===== src/msq_pkg.sv =====
// Shared types and constants for the max_square_of_ones block.
// No dependencies; imported by every module of the block.
package msq_pkg;

    localparam int SIZE_W       = 11;
    localparam int POS_OUT_W    = 10;
    localparam int CFG_W        = 11;
    localparam int DEF_MAX_COLS = 1024;
    localparam int DEF_MAX_ROWS = 1024;

    localparam logic [SIZE_W-1:0] SIZE_LIMIT    = 11'd2047;
    localparam logic [CFG_W-1:0]  NUM_COLS_RST  = 11'd1024;

    // Per-beat control that travels down the pipe with each cell.
    typedef struct packed {
        logic vld;
        logic is_set;
        logic eof;
        logic wrap;
        logic first;
    } t_beat_ctl;

endpackage


===== src/msq_cell.sv =====
// Cell size: 0 if unset, 1 in row or column 0, else min of left, up, diagonal plus one.
// Holds the left/diagonal sizes and the stage register toward the tracker. Uses msq_pkg.
module msq_cell #(
    parameter int CW = 10,
    parameter int RW = 10
) (
    input  logic                        i_clk,
    input  logic                        i_rst_n,
    input  logic                        i_adv,
    input  msq_pkg::t_beat_ctl          i_ctl,
    input  logic [CW-1:0]               i_col,
    input  logic [RW-1:0]               i_row,
    input  logic [msq_pkg::SIZE_W-1:0]  i_up,
    output logic [msq_pkg::SIZE_W-1:0]  o_size,
    output msq_pkg::t_beat_ctl          o_ctl,
    output logic [msq_pkg::SIZE_W-1:0]  o_s2_size,
    output logic [CW-1:0]               o_s2_col,
    output logic [RW-1:0]               o_s2_row
);
    import msq_pkg::*;

    logic [SIZE_W-1:0] r_left, n_left;
    logic [SIZE_W-1:0] r_diag, n_diag;
    logic [SIZE_W-1:0] min_lu;
    logic [SIZE_W-1:0] min_all;
    logic [SIZE_W-1:0] size;
    t_beat_ctl         r_s2_ctl;
    logic [SIZE_W-1:0] r_s2_size;
    logic [CW-1:0]     r_s2_col;
    logic [RW-1:0]     r_s2_row;

    always_comb begin
        min_lu  = (r_left < i_up) ? r_left : i_up;
        min_all = (min_lu < r_diag) ? min_lu : r_diag;
        priority if (!i_ctl.is_set) begin
            size = '0;
        end else if (i_ctl.first) begin
            size = SIZE_W'(1);
        end else if (min_all == SIZE_LIMIT) begin
            size = SIZE_LIMIT;
        end else begin
            size = min_all + SIZE_W'(1);
        end
    end

    always_comb begin
        n_left = r_left;
        n_diag = r_diag;
        if (i_ctl.vld && i_adv) begin
            if (i_ctl.wrap || i_ctl.eof) begin
                n_left = '0;
                n_diag = '0;
            end else begin
                n_left = size;
                n_diag = i_up;
            end
        end
    end

    always_ff @(posedge i_clk) begin
        if (!i_rst_n) begin
            r_left   <= '0;
            r_diag   <= '0;
            r_s2_ctl <= '0;
        end else begin
            r_left <= n_left;
            r_diag <= n_diag;
            if (i_adv) begin
                r_s2_ctl <= i_ctl;
            end
        end
    end

    always_ff @(posedge i_clk) begin
        if (i_adv) begin
            r_s2_size <= size;
            r_s2_col  <= i_col;
            r_s2_row  <= i_row;
        end
    end

    assign o_size    = size;
    assign o_ctl     = r_s2_ctl;
    assign o_s2_size = r_s2_size;
    assign o_s2_col  = r_s2_col;
    assign o_s2_row  = r_s2_row;

endmodule


===== config.mk =====
export PLATFORM = sky130hd
export DESIGN_NAME = msq_cell
export DESIGN_NICKNAME = d
export VERILOG_FILES = /design/src/msq_pkg.sv /design/src/msq_cell.sv
export SDC_FILE = /design/constraint.sdc
export NUM_CORES = 1
export LEC_CHECK = 0
export BUFFER_PORTS_ARGS = -buffer_cell sky130_fd_sc_hd__buf_2
export CAP_MARGIN = 15
export CORE_MARGIN = 4
export CORE_UTILIZATION = 30
export DETAILED_ROUTE_END_ITERATION = 12
export GPL_ROUTABILITY_DRIVEN = 1
export PLACE_DENSITY = 0.55
export SKIP_LAST_GASP = 1
export SLEW_MARGIN = 0
export SYNTH_ARGS = -nofsm -noshare
export SYNTH_HDL_FRONTEND = slang
export SYNTH_SLANG_ARGS = --single-unit

===== constraint.sdc =====
create_clock -name i_clk -period 18.85 [get_ports i_clk]
set_input_delay 2.8275 -clock i_clk [delete_from_list [all_inputs] [get_ports i_clk]]
set_output_delay 2.8275 -clock i_clk [all_outputs]
set_load 0.05 [all_outputs]

### Word-level counts from Yosys, hierarchy flattened

Index checks and enable logic that the tools add are counted.

| word-level totals | value |
|---|---|
| word-level logic and storage cells | 23 |
| register bits | 58 |
| input bits | 39 |
| output and inout bits | 47 |

| cells by class | value |
|---|---|
| equality and inequality tests | 1 |
| $add $sub $neg | 1 |
| mux-type cells | 7 |
| $lt $le $gt $ge | 2 |
| reductions and logical operators | 2 |

Operators with widths:

| cell | count |
|---|---|
| $mux 11 | 7 |
| $lt 11x11->1 | 2 |
| $add 11x1->11 const B | 1 |
| $eq 11x11->1 const B | 1 |
| $logic_and 1x1->1 | 1 |
| $logic_or 1x1->1 | 1 |

### Logic depth before layout (Yosys ltp)

| logic depth | value |
|---|---|
| word-level depth | 9 |
| depth in mapped cells | 27 |

### Worst setup path after synthesis

Ideal clock, no wire load.

| timing path | value |
|---|---|
| kind | input to output |
| start point | in i_up[4] in the netlist's numbering |
| end point | out o_size[4] in the netlist's numbering |
| data required time | 16,022 ps |
| buffers on the path | 4 |
| arrival | 7,929 ps |
| cell stages on the path | 25 |
| setup slack | 8,094 ps |
| path through | inv_1 -> ha_1 -> a21oi_1 -> o21ai_1 -> a221oi_4 -> clkbuf_1 -> buf_2 -> o21ai_0 -> ha_1 -> nand4_1 -> a211oi_1 -> o21ai_0 -> o211ai_2 -> buf_4 -> nor2_1 -> a21oi_1 -> ha_1 -> clkbuf_1 -> and2_1 -> nor3b_1 -> nand3_1 -> o41ai_1 -> mux2_4 -> nor2_1 -> nor2_1 |

| between the ends | value |
|---|---|
| cells in the longest elaborated chain, start to end | 8 |
| elaborated cells between the ends (all ways) | 9 |
| those cells by class | 1 x add/sub; 2 x order compare; 1 x eq/ne; 5 x mux |

Ends and longest elaborated chain:

| item | RTL line | text |
|---|---|---|
| start: declaration | msq_cell.sv:13 | `input logic [msq_pkg::SIZE_W-1:0] i_up,` |
| $lt 11x11->1 | msq_cell.sv:33 | `min_lu = (r_left < i_up) ? r_left : i_up;` |
| $mux 11 (*) | msq_cell.sv:33 |  |
| $lt 11x11->1 | msq_cell.sv:34 | `min_all = (min_lu < r_diag) ? min_lu : r_diag;` |
| $mux 11 (*) | msq_cell.sv:34 |  |
| $add 11x1->11 or $eq 11x11->1 (tied branches) | msq_cell.sv:42, msq_cell.sv:39 |  |
| $mux 11 (*) | msq_cell.sv:39 | `end else if (min_all == SIZE_LIMIT) begin` |
| $mux 11 (*) | msq_cell.sv:37 | `end else if (i_ctl.first) begin` |
| $mux 11 (*) | msq_cell.sv:35 | `priority if (!i_ctl.is_set) begin` |
| end: declaration | msq_cell.sv:14 | `output logic [msq_pkg::SIZE_W-1:0] o_size,` |

Mark *: on every way between the ends. The rest lies on a longest branch, timed or not.

### Final worst setup path

| timing path | value |
|---|---|
| start point | in i_up[4] in the netlist's numbering |
| end point | out o_size[9] in the netlist's numbering |

Same word-level chain as after synthesis.

==> results.py <==
metrics = {
    "timing": {
        "final_min_period_over_clock_period_pct": 61.8,
        "setup_viol_count_final": 0,
        "finalCriticalPeriod_ns": 11.66,
        "timing_hold_violations_final": 0,
        "setup_tns_ns": 0,
        "setup_ws_ns": 7.19,
        "worst-slew-pin-transition_ns": 1.01,
        "rsz0062_at_grt": "false",
        "maxSlewViolCount": 0,
        "achievable-frequency_ghz": 0.0858,
        "maxSlewHeadroom_pct": 32.7,
        "final.setup_skew_ns": 0.0114,
    },
    "critical_path": {
        "setup_crit_end_kind": "output pin",
        "r2r_end": "o_s2_size[9]",
        "most_used_cell_along_the_critical_path": "sky130_fd_sc_hd__ha_1",
        "type_of_the_worst_setup_path": "in2out",
        "worstPathArrival_ns": 8.83,
        "critical_path.startpoint_type": "primary input",
        "r2r-start": "r_left[8]",
        "cpLargestDelayFamily": "compound AO/OA/AOI/OAI gates",
        "cp_data_required_time_ns": 16.02,
        "critical-path-slowest-cell": "sky130_fd_sc_hd__o211ai_2",
        "critical_path.cell_chain": "buf_2 -> inv_1 -> ha_1 -> a21oi_1 -> o21ai_1 -> a221oi_4 -> buf_4 -> mux2_2 -> ha_1 -> o21ai_0 -> a211oi_1 -> o21ai_0 -> o211ai_2 -> mux2i_1 -> inv_1 -> ha_1 -> and2_1 -> nor3b_1 -> nand3_1 -> o41ai_1 -> mux2_4 -> a211oi_2 -> nor2_1 -> buf_2",
        "cp_slowest_stage_delay_ns": 0.81,
        "critical_path.n_buffers_inverters": 5,
        "largest_fanout_on_the_critical_path": 37,
        "r2r.worst_path.cells": 21,
        "ff2ff_setup_slack_ns": 12.73,
    },
    "synthesis": {
        "syn-instance-count": 343,
        "synth-main-ff-cell": "sky130_fd_sc_hd__edfxtp_1",
        "postSynthAreaPerCell_um2": 9.49,
        "postSynth.asyncResetShare_pct": 0,
        "syn-num-nets": 403,
        "synth_enable_flop_cells": 31,
        "synth_area_leader_cell": "sky130_fd_sc_hd__edfxtp_1",
        "count_of_yosys_warnings_during_synthesis": 0,
        "flop_and_latch_count_out_of_synthesis": 58,
        "post-synth-top-area-fraction_pct": 28.6,
        "synth_sequential_area_ratio_pct": 45.2,
        "yosys.cell_types.count": 46,
        "syn_area_mm2": 0.00326,
        "post_synth_main_area_contributors": "sky130_fd_sc_hd__edfxtp_1 (29%), sky130_fd_sc_hd__dfxtp_1 (17%), sky130_fd_sc_hd__ha_1 (8.1%)",
    },
    "floorplanning": {
        "placementRows": 37,
        "dieHeight_um": 112,
        "core_area_mm2": 0.0105,
        "io_pins": 86,
        "initial_utilization_pct": 31.1,
        "die_width_um": 112,
        "fp.dieArea_mm2": 0.0126,
    },
    "hold_path": {
        "timing.hold.worst.start": "o_ctl[4]",
        "min_delay_worst_endpoint": "o_ctl[4]",
        "timing.hold.worst_path_depth": 2,
        "hold_class": "reg2reg",
    },
    "route": {
        "detail_route.drc_violations": 0,
        "drt_iter0_drc": 233,
        "detailroute.via_count": 2805,
        "vias_per_cell": 4.91,
        "dr.pass1.iters": 4,
        "postRouteAntennaNets": 0,
        "wl_per_cell_um": 16.6,
        "detail_route.wirelength_mm": 9.48,
    },
    "grt": {
        "grt_use_met1_pct": 20.6,
        "grt_use_total_pct": 15.4,
        "grt_antenna_before_repair": 0,
        "grt_pass1_vias": 2764,
        "globalRouteMet2Util_pct": 23.4,
        "grt_first_pass_wirelength_mm": 15.2,
        "met3_usage_pct": 4.58,
        "grt_start_max_net_pins": 39,
        "grt_overflow_total": 0,
        "busiest_layer": "met2",
    },
    "final_layout": {
        "fraction_of_final_layout_cells_with_drive_strength_greater_than_1_pct": 25.5,
        "antenna-diode-count": 0,
        "final_core_utilization_pct": 38.1,
        "syn2layout_area_growth_pct": 22.5,
        "nets": 490,
    },
    "clock_tree": {
        "postCtsResizedCells": 0,
        "cts_sinks": 58,
        "cts_tree": "done",
        "cts.hold.buffers_added": 0,
        "cts.root.buffer_cell": "sky130_fd_sc_hd__clkbuf_8",
        "post_cts.repair.setup_buffers": 0,
        "cts_inserted_buffers": 9,
        "cts-htree-levels": 3,
        "latest_clock_arrival_within_the_worst_skew_pair_ns": 0.35,
        "worst_setup_hold_path_clk_slew_ns": 0.07,
        "clk_path_buf_depth": 2,
    },
    "power": {
        "power.ir.vdd_worst_v": 0.0000261,
        "power-per-cell-area_mw_per_mm2": 73.8,
        "leakagePower_nw": 1.75,
    },
    "job": {
        "max_capacitance_violation_total": 0,
    },
    "placed_design": {
        "dp.final_hpwl_mm": 7.32,
        "preCtsSetupSlack_ns": 7.29,
        "port-buffer-count": 85,
        "place.gp.congestion": 0.931,
    },
    "run_status": {
        "outcome": "completed",
    },
}
worst max path at each step:
stage,start,to,slack (ns),cells past startpoint
global placement,i_up[4],o_size[9],7.38,24
global route,i_up[4],o_size[9],6.79,24
floorplan,i_up[4],o_size[4],8.09,25
finish,i_up[4],o_size[9],7.19,24
CTS,i_up[4],o_size[9],7.27,24
detailed placement,i_up[4],o_size[9],7.29,24
worst min-delay path, cell delays in order, from the launching register on:
cell and delay [ns]:
sky130_fd_sc_hd__dfxtp_1 0.31, sky130_fd_sc_hd__nand2b_1 0.06, sky130_fd_sc_hd__a21oi_1 0.05
routing by layer:
| metal | up-vias | wire length (µm) | part of all wire, % |
|---|---|---|---|
| met5 | - | 0 | 0 |
| met4 | 0 | 222 | 2.3 |
| met3 | 14 | 539 | 5.7 |
| met2 | 87 | 4150 | 44 |
| met1 | 1299 | 4570 | 48 |
| li1 | 1405 | - | - |
flip-flops by register name, summed over array words and instances (netlist names):
signal / count
o_s2_size: 11
r_diag: 11
r_left: 11
o_s2_col: 10
o_s2_row: 10
o_ctl: 5
stage by stage:
stage / hold WS (ns) / area [µm²] / power [mW] / std cells
CTS: 0.474 / 3990 / 0.301 / 571
floorplan: 0.467 / 3260 / 0.180 / 343
global route: 0.519 / 3990 / 0.310 / 571
global placement: 0.463 / 3820 / 0.196 / 555
detailed placement: 0.461 / 3820 / 0.196 / 555
finish: 0.473 / 3990 / 0.294 / 571
final cells by class:
cell class	count	area, µm²
fill	1086	6470
inverter	25	93.8
clock inverter	7	46.3
sequential	58	1470
multi-input combinational	249	1640
clock buffer	9	124
timing repair buffer	87	440
tap	136	170
Yosys cell counts, types with 4 or more instances:
cell,number
sky130_fd_sc_hd__a22oi_1,11
sky130_fd_sc_hd__dfxtp_1,27
sky130_fd_sc_hd__nor2_1,42
sky130_fd_sc_hd__nand4_1,7
sky130_fd_sc_hd__xnor2_1,15
sky130_fd_sc_hd__o21ai_0,15
sky130_fd_sc_hd__nand2_1,38
sky130_fd_sc_hd__a21oi_1,14
sky130_fd_sc_hd__inv_1,24
sky130_fd_sc_hd__a21o_1,4
sky130_fd_sc_hd__o21ai_1,10
sky130_fd_sc_hd__edfxtp_1,31
sky130_fd_sc_hd__mux2_2,4
sky130_fd_sc_hd__mux2i_1,15
sky130_fd_sc_hd__nor3_1,4
sky130_fd_sc_hd__ha_1,21
sky130_fd_sc_hd__clkbuf_1,7
sky130_fd_sc_hd__and3_1,5
sky130_fd_sc_hd__nand3_1,10
power by group:
| part | internal, mW | leakage [nW] | switching (mW) |
|---|---|---|---|
| sequential | 0.139 | 0.528 | 0.00181 |
| clock | 0.0470 | 0.0826 | 0.0545 |
| combinational | 0.0135 | 1.14 | 0.0385 |
logic make-up (layout without fill, tap and decap cells):
logic type / after synthesis / after routing / synth area share [%]
and+or+nand+nor: 117 / 117 / 16.2
AOI/OAI and AO/OA: 75 / 75 / 15.5
DFF: 58 / 58 / 45.2
buffers and inverters: 36 / 128 / 4.34
adders and majority gates: 21 / 21 / 8.07
muxes: 20 / 20 / 6.46
xor gates and xnor gates: 16 / 16 / 4.30
cells in the final DEF, fill, tap and decap left out, drive strengths merged, types with 2 or more instances in the layout:
master,instances
clkbuf,9
nor2b,2
and4,2
clkinvlp,2
nor3,4
nor2,42
nand2b,2
nand3,10
inv,24
and3,5
a22oi,11
a211oi,4
clkinv,6
mux2i,15
dfxtp,27
and2,3
ha,21
o21a,2
nand4,7
buf,87
o211ai,2
a211o,2
a21oi,14
mux2,5
a21o,4
o41ai,3
xnor2,15
o21ai,25
nand2,38
edfxtp,31
(Power assumes the default switching activity.)
