File: src/msq_pkg.sv
// Shared types and constants for the max_square_of_ones block.
// No dependencies; imported by every module of the block.
package msq_pkg;

    localparam int SIZE_W       = 11;
    localparam int POS_OUT_W    = 10;
    localparam int CFG_W        = 11;
    localparam int DEF_MAX_COLS = 1024;
    localparam int DEF_MAX_ROWS = 1024;

    localparam logic [SIZE_W-1:0] SIZE_LIMIT    = 11'd2047;
    localparam logic [CFG_W-1:0]  NUM_COLS_RST  = 11'd1024;

    // Per-beat control that travels down the pipe with each cell.
    typedef struct packed {
        logic vld;
        logic is_set;
        logic eof;
        logic wrap;
        logic first;
    } t_beat_ctl;

endpackage

File: src/msq_best.sv
// Tracks the largest size and its first position; emits the result at frame end.
// Output register toward the result channel. Uses msq_pkg.
module msq_best #(
    parameter int CW = 10,
    parameter int RW = 10
) (
    input  logic                            i_clk,
    input  logic                            i_rst_n,
    input  msq_pkg::t_beat_ctl              i_ctl,
    input  logic [msq_pkg::SIZE_W-1:0]      i_size,
    input  logic [CW-1:0]                   i_col,
    input  logic [RW-1:0]                   i_row,
    input  logic                            i_out_ready,
    output logic                            o_hold,
    output logic                            o_out_valid,
    output logic [msq_pkg::SIZE_W-1:0]      o_max_size,
    output logic [msq_pkg::POS_OUT_W-1:0]   o_top_row,
    output logic [msq_pkg::POS_OUT_W-1:0]   o_left_col
);
    import msq_pkg::*;

    localparam int PW = (RW > CW) ? RW : CW;
    localparam int XW = ((PW > SIZE_W) ? PW : SIZE_W) + 1;

    logic [SIZE_W-1:0]    r_best_size;
    logic [RW-1:0]        r_best_row;
    logic [CW-1:0]        r_best_col;
    logic                 r_out_valid;
    logic [SIZE_W-1:0]    r_max_size;
    logic [POS_OUT_W-1:0] r_top_row;
    logic [POS_OUT_W-1:0] r_left_col;
    logic                 take;
    logic                 beat;
    logic [SIZE_W-1:0]    fin_size;
    logic [RW-1:0]        fin_row;
    logic [CW-1:0]        fin_col;
    logic [XW-1:0]        top_full;
    logic [XW-1:0]        left_full;

    assign o_hold = i_ctl.vld && i_ctl.eof && r_out_valid && !i_out_ready;
    assign beat   = i_ctl.vld && !o_hold;
    assign take   = i_size > r_best_size;

    always_comb begin
        fin_size  = take ? i_size : r_best_size;
        fin_row   = take ? i_row  : r_best_row;
        fin_col   = take ? i_col  : r_best_col;
        // bottom-right corner back to top-left
        top_full  = XW'(fin_row) + XW'(1) - XW'(fin_size);
        left_full = XW'(fin_col) + XW'(1) - XW'(fin_size);
    end

    always_ff @(posedge i_clk) begin
        if (!i_rst_n) begin
            r_best_size <= '0;
            r_best_row  <= '0;
            r_best_col  <= '0;
            r_out_valid <= 1'b0;
        end else begin
            if (r_out_valid && i_out_ready) begin
                r_out_valid <= 1'b0;
            end
            if (beat) begin
                if (i_ctl.eof) begin
                    r_best_size <= '0;
                    r_best_row  <= '0;
                    r_best_col  <= '0;
                    r_out_valid <= 1'b1;
                end else if (take) begin
                    r_best_size <= i_size;
                    r_best_row  <= i_row;
                    r_best_col  <= i_col;
                end
            end
        end
    end

    always_ff @(posedge i_clk) begin
        if (beat && i_ctl.eof) begin
            r_max_size <= fin_size;
            if (fin_size == '0) begin
                r_top_row  <= '0;
                r_left_col <= '0;
            end else begin
                r_top_row  <= top_full[POS_OUT_W-1:0];
                r_left_col <= left_full[POS_OUT_W-1:0];
            end
        end
    end

    assign o_out_valid = r_out_valid;
    assign o_max_size  = r_max_size;
    assign o_top_row   = r_top_row;
    assign o_left_col  = r_left_col;

endmodule

File: config.mk
export PLATFORM = sky130hd
export DESIGN_NAME = msq_best
export DESIGN_NICKNAME = d
export VERILOG_FILES = /design/src/msq_pkg.sv /design/src/msq_best.sv
export SDC_FILE = /design/constraint.sdc
export NUM_CORES = 1
export LEC_CHECK = 0
export BUFFER_PORTS_ARGS = -buffer_cell sky130_fd_sc_hd__buf_4
export CAP_MARGIN = 10
export CORE_AREA = 2 2 77 108
export CTS_CLUSTER_SIZE = 30
export DETAILED_ROUTE_END_ITERATION = 10
export DIE_AREA = 0 0 79 110
export PLACE_DENSITY = 0.82
export SKIP_LAST_GASP = 1
export SLEW_MARGIN = 20
export SYNTH_ARGS = -nofsm -noshare
export SYNTH_HDL_FRONTEND = slang
export SYNTH_SLANG_ARGS = --single-unit
File: constraint.sdc
create_clock -name i_clk -period 4.4 [get_ports i_clk]
set_input_delay 0.44 -clock i_clk [delete_from_list [all_inputs] [get_ports i_clk]]
set_output_delay 0.44 -clock i_clk [all_outputs]
set_load 0.005 [all_outputs]
## After elaboration in Yosys (flattened, before gate mapping)

Cells that the tools add are included.

- Add/sub/neg operators: 4
- Multiply operators: 0
- Divide/modulo/power cells: 0
- Order comparisons: 1
- Eq/ne operators: 0
- Shifts and indexed selects: 0
- Mux-type cells: 9
- Bitwise gates (word level): 0
- Reductions and logical operators: 9

Operators with widths:

| operator | number |
|---|---|
| $mux W10 | 4 |
| $mux W11 | 2 |
| $add A10 B1 Y10 const B | 2 |
| $sub A10 B10 Y10 | 2 |
| $gt A11 B11 Y1 | 1 |
| $logic_not A11 Y1 | 1 |
| $logic_and A1 B1 Y1 | 6 |
| $mux W1 | 3 |
| $logic_not A1 Y1 | 2 |

- Register bits after elaboration: 63
- Bits in latches: 0
- RAM bits: 0
- Memory bits (read-only): 0
- Bits of input ports: 39
- Output and inout port bits: 33
- Memories: 0

## Depth between registers and ports, before layout

Gate-level depths: netlist of run 1.

- Depth after elaboration: 6
- Gate-level depth with buffers: 21
- Gate-level depth less buffers: 19

## Worst setup path after synthesis of run 1

OpenSTA, ideal clock, no wires.

- Path type: input port to flip-flop
- From: in i_size[4] (netlist name)
- To: reg r_left_col[9], in the netlist o_left_col[9], data pin
- Library setup time: 0.138 ns
- Arrival time: 4.181 ns
- Path slack: 0.081 ns
- Stages: 17
- Cells stage by stage: ha_1 nand4_1 a21oi_1 nor3_1 o31ai_2 buf_6 buf_2 mux2_2 ha_1 fa_1 a21o_1 a21oi_1 o21ai_0 o41ai_1 xor2_1 xnor3_1 nor2_1

- Word-level cells in the longest chain between the ends: 4
- Elaborated cells on any way between the ends: 6

RTL lines:

| item | line | text |
|---|---|---|
| from (decl) | msq_best.sv:10 | `input logic [msq_pkg::SIZE_W-1:0] i_size,` |
| $gt A11 B11 Y1 | msq_best.sv:42 | `assign take = i_size > r_best_size;` |
| $mux W10 | n/a |  |
| $add A10 B1 Y10 | msq_best.sv:50 | `left_full = XW'(fin_col) + XW'(1) - XW'(fin_size);` |
| $sub A10 B10 Y10 | msq_best.sv:50 |  |
| to (signal assigned) | msq_best.sv:86 | `r_left_col <= left_full[POS_OUT_W-1:0];` |
| to (decl) | msq_best.sv:31 | `logic [POS_OUT_W-1:0] r_left_col;` |

Several ways; a longest one is shown, not always the timed one.
A chain may end at the register's enable or synchronous reset.

## Final worst setup path of run 1

- From: reg r_best_size[7]
- To: reg r_top_row[9], in the netlist o_top_row[9], data pin

- Word-level cells in the longest chain between the ends: 4
- Elaborated cells on any way between the ends: 6

RTL lines:

| item | line | text |
|---|---|---|
| from (decl) | msq_best.sv:25 | `logic [SIZE_W-1:0] r_best_size;` |
| from (signal assigned) | msq_best.sv:70 | `r_best_size <= i_size;` |
| $gt A11 B11 Y1 | msq_best.sv:42 |  |
| $mux W10 | n/a |  |
| $add A10 B1 Y10 | msq_best.sv:49 | `top_full = XW'(fin_row) + XW'(1) - XW'(fin_size);` |
| $sub A10 B10 Y10 | msq_best.sv:49 |  |
| to (signal assigned) | msq_best.sv:85 | `r_top_row <= top_full[POS_OUT_W-1:0];` |
| to (decl) | msq_best.sv:30 | `logic [POS_OUT_W-1:0] r_top_row;` |

Several ways; a longest one is shown, not always the timed one.

==> results.py, run 1 <==
metrics = {
    "clock_tree": {
        "cts_hold_buf": 0,
        "h-tree-depth": 3,
        "cts.clk_slew.worst_paths_ns": 0.07,
        "cts_sinks": 63,
        "clock_latency_ns": 0.34,
        "clk_path_buf_depth": 2,
        "cts_buffers": 9,
        "cts_tree": "built",
        "cts-root-buf": "clkbuf_8",
    },
    "worst_setup_path": {
        "worstPathArrival_ns": 4.38,
        "critPathLaunchType": "flop",
        "r2r-start": "r_best_size[7]$_SDFFE_PN0P_",
        "r2r-end": "o_top_row[9]$_SDFFCE_PN0P_",
        "crit_type": "flop to flop",
        "cp_max_fo": 6,
        "crit_required_ns": 4.59,
        "worst_setup_path_end_kind": "flop",
        "r2r_cells": 19,
        "r2r_slack_ns": 0.21,
    },
    "run_status": {
        "status": "finished, final reports clean",
    },
    "global_routing": {
        "grt.busiest_layer": "met2",
        "overflow": 0,
        "grt_usage_pct": 22.26,
        "use_met1_pct": 23.06,
        "gr-usage-met2_pct": 41.28,
        "grt_max_degree": 33,
        "antenna_found_initial": 0,
        "gr-usage-met3_pct": 4.479,
        "grt_first_pass_wirelength_microns": 14710,
        "grt_pass1_vias": 3261,
    },
    "worst_hold_path": {
        "hold_class": "input port to flop",
        "holdPathEnd": "r_best_col[9]$_SDFFE_PN0P_",
        "min_from": "i_col[9]",
        "holdPathStages": 3,
    },
    "floorplanning": {
        "io_pins": 72,
        "rows": 38,
        "die_w_microns": 79,
        "start_util_pct": 48.91,
        "fp.dieH_microns": 110,
        "core_sq_mm": 0.007702,
        "fp.dieArea_sq_mm": 0.008690,
    },
    "drt": {
        "detail-route-antenna-nets": 0,
        "drcViolationCount": 0,
        "first_pass_iters": 4,
        "vias": 3178,
        "vias_per_cell": 5.405,
        "drt-total-wl_microns": 9583,
        "post_drt_wl_per_cell_microns": 16.30,
        "first_iter_violations": 190,
    },
    "job": {
        "drv_cap": 0,
    },
    "cells_and_area": {
        "synthToLayoutAreaGrowth_pct": 33.98,
        "layout_common_cells": "buf_4, ha_1, nor2b_1, nor2_1, edfxtp_1",
        "drive_above_1_share_pct": 36.48,
        "final_common_cell": "buf_4",
        "antenna_cells": 0,
        "layout.nets": 569,
        "fin_util_pct": 65.53,
        "fill_cells": 592,
        "final_cell_area_sq_mm": 0.005047,
    },
    "placed_design": {
        "dpl.hpwl_microns": 6948,
        "place_area_sq_mm": 0.004745,
        "gp_congestion": 0.8968,
        "portBuffers": 68,
    },
    "yosys": {
        "synth.distinct_cells": 34,
        "synth_cells": 360,
        "synth_seq_cells": 63,
        "synthesis.nets": 446,
        "synth.largest_area_cell": "edfxtp_1",
        "synth.top_cell.area_share_pct": 24.71,
        "yosysSeqAreaShare_pct": 41.71,
        "syn_area_sq_mm": 0.003767,
        "yosys_most_used_dff": "dfxtp_1",
        "synth.avg_cell_area_sq_um": 10.46,
        "ys_warn_count": 0,
        "ys_top_cells_by_area": "edfxtp_1, dfxtp_1, ha_1",
        "synth_edf_count": 31,
        "async_reset_ff_share_pct": 0,
    },
    "sta": {
        "finalSetupViolCount": 0,
        "timing.fmax_mhz": 238.5,
        "period_share_pct": 95.29,
        "slew_violations": 0,
        "rsz0062_at_grt": "yes",
        "fin_skew_ns": 0.01308,
        "fin_tns_setup_ns": 0,
        "period_needed_ns": 4.193,
        "worstMarginPinSlew_ns": 0.4513,
        "slew_headroom_pct": 69.05,
        "hold_viol": 0,
    },
    "power_and_ir_drop": {
        "p_leak_nw": 2.232,
        "peakVddDrop_mv": 0.1987,
        "p_per_area_mw_per_mm2": 370.9,
    },
}
==> timing repair <==
| item | CTS | global route |
|---|---|---|
| gates resized for setup | 9 | 16 |
| cloned | 0 | 0 |
| setup endpoints to repair | 2 | 2 |
| setup buffers | 3 | 1 |
| pin swaps | 3 | 8 |
==> worst max-delay path by stage <==
stage | slack (ns) | depth (start not counted) | startpoint | endpoint
3_5_place_dp | -0.34 | 21 | i_size[4] | o_left_col[9]$_SDFFCE_PN0P_
5_1_grt | -0.007 | 21 | r_best_size[7]$_SDFFE_PN0P_ | o_left_col[9]$_SDFFCE_PN0P_
6_report | 0.21 | 19 | r_best_size[7]$_SDFFE_PN0P_ | o_top_row[9]$_SDFFCE_PN0P_
3_3_place_gp | -0.16 | 21 | i_size[4] | o_left_col[9]$_SDFFCE_PN0P_
4_1_cts | 0.02 | 21 | r_best_size[6]$_SDFFE_PN0P_ | o_left_col[9]$_SDFFCE_PN0P_
2_1_floorplan | 0.08 | 17 | i_size[4] | o_left_col[9]$_SDFFCE_PN0P_
==> kinds of logic after synthesis <==
kind of cell,Yosys count,synth area share [%]
and+or+nand+nor,97,13.25
muxes,23,6.675
DFF,63,41.71
xor gates and xnor gates,16,4.450
AOI/OAI and AO/OA,73,13.02
adders and majority gates,47,16.01
buffers and inverters,41,4.882
==> where the power goes <==
group | internal (mW) | switching, mW | leakage [nW] | total (mW)
clock | 0.251 | 0.211 | 0.0937 | 0.461
combinational | 0.361 | 0.337 | 1.58 | 0.699
sequential | 0.693 | 0.0185 | 0.555 | 0.712
total | 1.31 | 0.566 | 2.23 | 1.87
==> routing by layer <==
metal	vias up	share of wire [%]	wire length, microns
met5	-	0	0
met4	0	3.4	329
met3	25	5.1	490
met2	115	53	5112
met1	1511	38	3651
li1	1527	-	-
==> worst max-delay path, stage by stage, from the launching register on <==
cell and delay [ns]:
dfxtp_1 0.36, inv_1 0.09, ha_1 0.27, nand4_1 0.12
buf_4 0.18, o31ai_4 0.35, buf_6 0.16, buf_4 0.10
buf_4 0.14, mux2_2 0.34, ha_1 0.28, ha_1 0.29
a21o_1 0.19, a21oi_2 0.16, o21ai_2 0.10, o41ai_2 0.27
buf_4 0.17, xor2_1 0.15, xnor3_1 0.22, nor2_1 0.09
==> layout make-up <==
type	instances	area [sq um]	area share (%)
multi-input combinational	256	2102	41.65
sequential	63	1577	31.23
timing repair buffer	127	964.7	19.11
clock inverter	1	5.005	0.09916
tap	100	125.1	2.479
inverter	26	97.59	1.934
clock buffer	15	176.4	3.495
==> stage by stage <==
step | power [mW] | hold WS, ns | instances | setup WS (ns)
final | 1.872 | 0.3865 | 588 | 0.2073
after CTS | 1.854 | 0.3772 | 587 | 0.02392
after floorplan | 1.099 | 0.4839 | 360 | 0.08052
after global routing | 1.973 | 0.3860 | 588 | -0.006943
after detailed placement | 1.379 | 0.5051 | 568 | -0.3444
after global placement | 1.350 | 0.4990 | 568 | -0.1557
==> sequential cells by signal (all words and copies together) (netlist names) <==
| signal | count |
|---|---|
| o_top_row | 10 |
| r_best_col | 10 |
| r_best_row | 10 |
| o_out_valid | 1 |
| o_left_col | 10 |
| o_max_size | 11 |
| r_best_size | 11 |
==> synthesized netlist by cell type, drive strengths merged, types with 2 or more instances <==
cell    number
edfxtp      31
and2         2
xnor2        6
nand4        3
ha          45
clkbuf       4
fa           2
nor3         3
inv         26
nor2        31
xnor3        2
buf         11
dfxtp       32
o31ai        2
nand2b       2
xor2         8
a21o         5
o21bai       4
mux2        17
a21oi       19
o21ai        9
mux2i        6
nand2       11
nor4         4
a22oi       30
o41ai        2
nor2b       38
Note: power is estimated with default switching activity, not from simulation.
==> run 2, diff against run 1 <==
--- a/config.mk
+++ b/config.mk
@@ -5,13 +5,15 @@
 export SDC_FILE = /design/constraint.sdc
 export NUM_CORES = 1
 export LEC_CHECK = 0
+export ABC_AREA = 1
 export BUFFER_PORTS_ARGS = -buffer_cell sky130_fd_sc_hd__buf_4
 export CAP_MARGIN = 10
-export CORE_AREA = 2 2 77 108
+export CORE_AREA = 2 2 80 112
 export CTS_CLUSTER_SIZE = 30
 export DETAILED_ROUTE_END_ITERATION = 10
-export DIE_AREA = 0 0 79 110
-export PLACE_DENSITY = 0.82
+export DIE_AREA = 0 0 82 114
+export HOLD_SLACK_MARGIN = 0.1
+export PLACE_DENSITY = 0.83
 export SKIP_LAST_GASP = 1
 export SLEW_MARGIN = 20
 export SYNTH_ARGS = -nofsm -noshare
==> results.py, run 2 <==
metrics = {
    "worst_setup_path": {
        "critPathMaxStageDelay_ns": 0.42,
        "crit_type": "flop to flop",
        "crit_top_cell": "nand2_1",
        "critPathLaunchType": "flop",
        "slowest_stage": "fa_1",
        "worstPathArrival_ns": 4.02,
        "cp_max_fo": 25,
        "path_cells": "inv_1, ha_1, nand2_1, inv_2, nand2_1, nand2_1, nand2_2, nand3_4, nand2_4, nand2_1, nand2_1, ha_1, inv_1, ha_1, fa_1, a21oi_1, o21ai_0, nand2_1, o311ai_0, xor2_1, inv_1, nand2_1, nand2_2, nor2_2",
        "worst_setup_path_end_kind": "flop",
        "crit_required_ns": 4.49,
    },
    "cells_and_area": {
        "fill_cells": 737,
        "final_common_cell": "nand2_1",
        "antenna_cells": 0,
        "synthToLayoutAreaGrowth_pct": 21.46,
        "layout.nets": 684,
        "final_cell_area_sq_mm": 0.005064,
        "drive_above_1_share_pct": 25.37,
        "layout_common_cells": "nand2_1, buf_4, inv_1, a21oi_1, ha_1",
    },
    "yosys": {
        "synth_xor_area_share_pct": 1.891,
        "synth_edf_count": 31,
        "ys_warn_count": 0,
        "synth_top_family_by_area": "simple AND/OR/NAND/NOR gates",
        "synth.largest_area_cell": "edfxtp_1",
        "yosys.area_share.simple_pct": 26.89,
        "synth_commonest_cells": "nand2_1, inv_1, a21oi_1, ha_1, dfxtp_1",
        "synth_mux_area_share_pct": 0,
        "synth.most_common_cell": "nand2_1",
        "synth_cells": 531,
        "synth.top_cell.area_share_pct": 22.33,
        "syn_area_sq_mm": 0.004169,
        "synth.distinct_cells": 37,
        "yosysSeqAreaShare_pct": 37.70,
        "synth_seq_cells": 63,
        "synth_compound_area_share_pct": 8.433,
        "synthesis.nets": 617,
        "ys_top_cells_by_area": "edfxtp_1, dfxtp_1, nand2_1",
        "yosys_most_used_dff": "dfxtp_1",
        "synth.avg_cell_area_sq_um": 7.851,
        "synthAdderAreaFrac_pct": 14.47,
        "async_reset_ff_share_pct": 0,
    },
    "power_and_ir_drop": {
        "p_per_area_mw_per_mm2": 445.0,
        "comb_power_share_pct": 34.3,
        "swShare_pct": 32.45,
        "clkPwrFrac_pct": 33.8,
        "internal_power_mw": 1.522,
        "netSwitchingPower_uw": 731.2,
        "power_frac_seq_pct": 31.9,
        "peakVddDrop_mv": 0.2764,
        "p_leak_nw": 2.485,
    },
    "sta": {
        "fin_skew_ns": 0.008212,
        "hold_viol": 0,
        "period_share_pct": 89.35,
        "worstMarginPinSlew_ns": 1.032,
        "fin_tns_setup_ns": 0,
        "finalSetupViolCount": 0,
        "rsz0062_at_grt": "no",
        "timing.final.ws_setup_ns": 0.4688,
        "holdWs_ns": 0.4104,
        "timing.fmax_mhz": 254.4,
        "slew_violations": 0,
        "period_needed_ns": 3.931,
        "slew_headroom_pct": 31.13,
    },
    "placed_design": {
        "place_area_sq_mm": 0.004742,
        "dp_slack_ns": 0.3334,
        "dpl.hpwl_microns": 7008,
        "gp_congestion": 0.8596,
        "portBuffers": 68,
    },
    "clock_tree": {
        "cts.clk_slew.worst_paths_ns": 0.05,
        "cts_buffers": 9,
        "cts_resized": 0,
        "cts_setup_buffers": 0,
        "h-tree-depth": 3,
        "cts-root-buf": "clkbuf_16",
        "clk_path_buf_depth": 2,
        "clock_latency_ns": 0.34,
        "cts_tree": "built",
        "cts_hold_buf": 0,
        "cts_sinks": 63,
    },
    "drt": {
        "drcViolationCount": 0,
        "vias_per_cell": 5.130,
        "post_drt_wl_per_cell_microns": 13.37,
        "first_iter_violations": 132,
        "drt-total-wl_microns": 9463,
        "vias": 3632,
        "detail-route-antenna-nets": 0,
        "first_pass_iters": 4,
    },
    "global_routing": {
        "grt_max_degree": 33,
        "antenna_found_initial": 0,
        "grt_usage_pct": 22.34,
        "overflow": 0,
        "grt_first_pass_wirelength_microns": 15710,
        "grt_pass1_vias": 3493,
    },
    "worst_hold_path": {
        "hold_class": "input port to flop",
    },
    "floorplanning": {
        "fp.dieArea_sq_mm": 0.009348,
        "fp.dieH_microns": 114,
        "rows": 40,
        "die_w_microns": 82,
        "core_sq_mm": 0.008408,
        "io_pins": 72,
        "start_util_pct": 49.58,
    },
    "run_status": {
        "status": "finished, final reports clean",
    },
    "job": {
        "drv_cap": 0,
    },
}
[run 2: worst paths after layout]
path,slack (ns),startpoint,endpoint,cells after the start
hold / removal,0.41,i_out_ready,o_out_valid$_SDFF_PN0_,4
setup / recovery,0.47,r_best_size[5]$_SDFFE_PN0P_,o_top_row[9]$_SDFFCE_PN0P_,24
hold reg to reg,0.47,r_best_size[6]$_SDFFE_PN0P_,r_best_size[6]$_SDFFE_PN0P_,2
setup reg to reg,0.47,r_best_size[5]$_SDFFE_PN0P_,o_top_row[9]$_SDFFCE_PN0P_,24
[run 2: routing by layer]
metal / track usage (%) / share of wire (%) / vias to the layer above
li1: - / - / 1839
met1: 26.23 / 40 / 1654
met2: 37.18 / 51 / 115
met3: 5.854 / 6.1 / 24
met4: 10.78 / 2.9 / 0
met5: 0 / 0 / -
[run 2: area by class of cell]
cell class	count	area, sq um	area share [%]
clock buffers	9	225.2	4.448
multi-input cells	365	2157	42.60
well taps	105	131.4	2.595
clock inverters	7	96.34	1.903
flip-flops and latches	63	1572	31.04
repair buffers	76	570.5	11.27
inverters	83	311.5	6.153
[run 2: cells by family after synthesis]
logic type                 after synthesis
AOI/OAI and AO/OA                       63
and+or+nand+nor                        246
xor gates and xnor gates                 9
DFF                                     63
buffers and inverters                  103
adders and majority gates               47
[run 2: power groups by stage]
| stage | clock network, mW | registers (mW) | logic [mW] |
|---|---|---|---|
| 4_1_cts | 0.769 | 0.719 | 0.770 |
| 5_1_grt | 0.805 | 0.722 | 0.880 |
| 3_5_place_dp | 0 | 0.731 | 0.760 |
| 3_3_place_gp | 0 | 0.729 | 0.735 |
| 6_report | 0.762 | 0.718 | 0.773 |
| 2_1_floorplan | 0 | 0.735 | 0.561 |
[run 2: through the flow]
stage	std cells	total power, mW	utilization [%]
after floorplan	531	1.296	-
after CTS	708	2.258	60.22
final	708	2.253	60.22
after global placement	692	1.464	56.40
after detailed placement	692	1.491	56.40
after global routing	708	2.407	60.22
[run 2: worst max-delay path, delay by kind of cell, from the launching register on]
kind / cells / cell delay (ns)
adders and majority gates: 4 / 1.26
and+or+nand+nor: 12 / 1.13
AOI/OAI and AO/OA: 3 / 0.48
DFF: 1 / 0.35
buffers and inverters: 4 / 0.30
xor gates and xnor gates: 1 / 0.17
